<file path="config.mk">
export PLATFORM = sky130hd
export DESIGN_NAME = ivle_cell
export DESIGN_NICKNAME = d
export VERILOG_FILES = /design/src/design/ivle_pkg.sv /design/src/design/ivle_cell.sv
export SDC_FILE = /design/constraint.sdc
export NUM_CORES = 1
export LEC_CHECK = 0
export ABC_AREA = 1
export BUFFER_PORTS_ARGS = -buffer_cell sky130_fd_sc_hd__buf_2
export CORE_AREA = 10 10 371 373
export CTS_CLUSTER_SIZE = 20
export DETAILED_ROUTE_END_ITERATION = 8
export DIE_AREA = 0 0 381 383
export PLACE_DENSITY_LB_ADDON = 0.3
export REMOVE_ABC_BUFFERS = 1
export SETUP_SLACK_MARGIN = 0.02
export SYNTH_ARGS = -nofsm -noshare
export SYNTH_HDL_FRONTEND = slang
export SYNTH_SLANG_ARGS = --single-unit
</file>
<file path="constraint.sdc">
create_clock -name clk -period 11.7 [get_ports clk]
set_input_delay 1.17 -clock clk [delete_from_list [all_inputs] [get_ports clk]]
set_output_delay 1.17 -clock clk [all_outputs]
set_load 0.02 [all_outputs]
</file>
<file path="src/design/ivle_pkg.sv">
`timescale 1ns / 1ps
// shared types and constants for the indexed vector list editor
// no dependencies

package ivle_pkg;

  localparam int DEF_CAPACITY = 256;
  localparam int TREE_GROUP   = 16;

  typedef struct packed {
    logic [2:0]  cmd;
    logic [63:0] x;
    logic [63:0] y;
    logic [63:0] z;
  } entry_t;

  typedef enum logic [2:0] {
    MODE_WRITE    = 3'd0,
    MODE_APPEND   = 3'd1,
    MODE_INSERT   = 3'd2,
    MODE_DELETE   = 3'd3,
    MODE_DEL_LAST = 3'd4,
    MODE_CLEAR    = 3'd5,
    MODE_READ     = 3'd6
  } mode_t;

  localparam logic [1:0] STAT_OK    = 2'd0;
  localparam logic [1:0] STAT_RANGE = 2'd1;
  localparam logic [1:0] STAT_FULL  = 2'd2;

  typedef enum logic [1:0] {
    CELL_HOLD,
    CELL_WRITE,
    CELL_INSERT,
    CELL_DELETE
  } cell_op_t;

  typedef struct packed {
    cell_op_t op;
  } cell_ctrl_t;

endpackage

</file>
<file path="src/design/ivle_cell.sv">
`timescale 1ns / 1ps
// one list slot: holds an entry, loads from a neighbor on insert or delete
// depends on ivle_pkg

module ivle_cell #(
  parameter int IDX_W = 9,
  parameter int IDX   = 0
) (
  input  logic                clk,
  input  ivle_pkg::cell_ctrl_t ctrl,
  input  logic [IDX_W-1:0]    pos,
  input  ivle_pkg::entry_t    wr_entry,
  input  ivle_pkg::entry_t    lower,
  input  ivle_pkg::entry_t    upper,
  output ivle_pkg::entry_t    entry,
  output ivle_pkg::entry_t    sel
);
  import ivle_pkg::*;

  localparam logic [IDX_W-1:0] MY_IDX = IDX_W'(IDX);

  entry_t entry_r;
  entry_t entry_nxt;
  logic   at_pos;
  logic   above_pos;

  assign at_pos    = (MY_IDX == pos);
  assign above_pos = (MY_IDX > pos);

  always_comb begin
    entry_nxt = entry_r;
    case (ctrl.op)
      CELL_WRITE: begin
        if (at_pos) entry_nxt = wr_entry;
      end
      CELL_INSERT: begin
        if (at_pos) entry_nxt = wr_entry;
        else if (above_pos) entry_nxt = lower;
      end
      CELL_DELETE: begin
        if (at_pos || above_pos) entry_nxt = upper;
      end
      default: entry_nxt = entry_r;
    endcase
  end

  always_ff @(posedge clk) begin
    entry_r <= entry_nxt;
  end

  assign entry = entry_r;
  assign sel   = at_pos ? entry_r : '0;

endmodule

</file>
==> results.md <==
* Critical path, cell by cell: buf_2 -> nor2_1 -> nand2_4 -> inv_8 -> nand2_4 -> buf_4 -> nor2_1 -> buf_2
* Fill cell total of the finished layout at 15,197
* GR peak layer: met2
* Switching Share at 36.48%
* Remaining antenna violation count after routing at 0
* Worst-Margin Slew at 1.273 ns
* CP delay by family, top: simple AND/OR/NAND/NOR gates
* RSZ-0062 raised after global routing: false
* Worst path bufs/invs at 4
* Rel. slew slack at 15.13%
* Root Driver: clkbuf_16
* Hold buffer count at CTS at 0
* H-tree depth at 4
* GPL Wtd Cong at 0.8843
* TritonCTS buffer count at 17
* # setup viols final at 0
* WP data arrival at 4.43 ns
* WL final at 110,300 um
* Sequential-to-total area share from yosys stat at 40.11%
* WP data required at 10.53 ns
* P per Cell Area at 105.4 nW/um2
* Number of flip-flops in the largest register at 195
* Initial antenna violation count at 93
* Max Cap Viol at 0
* Mapped Cells at 1,947
* TritonRoute pass-1 iters at 7
* Starting Density at 11.19%
* Yosys warns at 0
* DIE AREA at 145,900 um2
* Seq pwr share at 42.1%
* Comb power frac at 27.2%
* Share of cells above drive strength 1 at 37.16%
* HP Class: in2reg
* Area delta synth->final at 49.67%
* Area share of the largest cell type after synthesis at 40.11%
* Design area at 21,850 um2
* Clk pwr share at 30.8%
* Fin crit period at 5.604 ns
* Mean post-synth cell area at 7.498 um2
* Clock sink count at 195
* Routed vias at 18,006
* Core Box Area at 130,500 um2
* Post-synth EDFFs at 195
* CP endpoint kind: output pin
* Leak Pwr at 11.00 nW
* Critical path class: in2out
* Status: complete, no violations
* Synth cell count leaders: inv_1, nand3_1, nor2_1
* I/O pin cnt at 987
* Critical Path Max Stage Delay at 0.67 ns
* Die span in x at 381 um
* GR Util All Layers at 14.34%
* Cell row count at 133
* CP Max Fanout at 101
* Vias in the first global route at 17,620
* Drt first-iter violations at 1,501
* Crit-path slowest cell: nand2_4
* Largest net degree at the start of global routing at 137
* Hold Vio Cnt, Final at 0
* Post-synth cell types at 18
* Met1 usage at 18.33%
* Post-DP HPWL at 86,910 um
* Async SR Flop Fraction at 0%
* Placed Instance Area at 21,210 um2
* Met2 usage at 23.77%
* Post-CTS resize count at 0
* Clock Path Buffers at 2
* Synth Cell Area at 14,600 um2
* Hold Slack at 0.9313 ns
* Top-count cell post-synth: inv_1
* Fmax achieved at 178.4 MHz
* # DRC at 0
* Top FF cell, synth: edfxtp_1
* Routed len/inst at 24.05 um
* IO Port Bufs at 986
* Synthesis-stage register bit count at 195
* Final #Nets at 3,407
* Met3 Use GR at 4.326%
* Die height at 383 um
* Max VDD drop at 0.0001275 V
* NetSw at 0.8403 mW
* Clock-pin slew on the worst setup and hold paths at 0.10 ns
* Overflow after GRT at 0
* TritonCTS clock tree: done
* Int Pwr at 1.463 mW
* Via-to-Cell Ratio at 3.925
* Worst setup SP type: input port
* Postcts setup bufs at 0
* Global-route wire length before repair at 148,400 um
* Area leader, netlist: edfxtp_1
* Synth area leaders: edfxtp_1, nand3_1, inv_1
* Final slew viol count at 0
* Fin crit share at 47.90%
[path summary, 6_finish.rpt]
path                        from                    to  cells after the start
worst min-delay path  upper[139]  entry[139]$_DFFE_PP_                      3
worst max-delay path      pos[6]               sel[21]                      8
[area by class of cell]
type	instances	area, um2	share of cell area, %
Antenna cell	12	30.03	0.1374
Timing Repair Buffer	1011	5147	23.56
Clock inverter	13	178.9	0.8189
Clock buffer	19	432.9	1.981
Inverter	396	1494	6.838
Tap cell	1755	2196	10.05
Multi-Input combinational cell	1186	6514	29.81
Sequential cell	195	5856	26.80
[routing by layer]
metal	part of all wire, %	routed length [um]	vias up
li1	-	-	8210
met5	0.22	248	-
met4	1.9	2093	38
met3	8.2	9078	170
met2	48	52440	921
met1	42	46460	8667
[logic make-up after synthesis]
group                    after synthesis  share of synthesized area [%]
adder cells (fa/ha/maj)                3                         0.2572
AO/OA/AOI/OAI                        392                          20.13
flip-flops                           195                          40.11
buffers and inverters                566                          15.74
AND/OR/NAND/NOR                      791                          23.77
[stage by stage]
stage | power, mW | cells | worst slack [ns] | utilization [%] | TNS [ns]
after floorplan | 1.284 | 1777 | -5.210 | - | -1122.99
after global placement | 1.615 | 4543 | 6.095 | 16.25 | 0
after detailed placement | 1.615 | 4543 | 5.990 | 16.25 | 0
after CTS | 2.354 | 4575 | 5.986 | 16.72 | 0
after global routing | 2.425 | 4580 | 5.735 | 16.73 | 0
final | 2.304 | 4587 | 6.096 | 16.75 | 0
[cells in the final DEF (no fill, tap or decap), drive strengths merged]
cell / instances
buf: 1011
inv: 399
nand3: 391
nor2: 201
nand2: 198
o21bai: 195
a22oi: 195
edfxtp: 195
clkbuf: 19
diode: 12
clkinv: 5
bufinv: 4
ha: 3
a21oi: 2
nor3: 1
clkinvlp: 1
[power by group through the flow]
stage	clock, mW	sequential [mW]	combinational [mW]
finish	0.709	0.969	0.626
global route	0.765	0.977	0.684
CTS	0.751	0.970	0.634
detailed placement	0	0.983	0.632
global placement	0	0.985	0.630
floorplan	0	1.07	0.209
[tightest hold or removal path: stages]
cell and delay, ns:
buf_2 0.08, a22oi_1 0.06, nand2_1 0.06
Power figures use the tool's default switching activity.
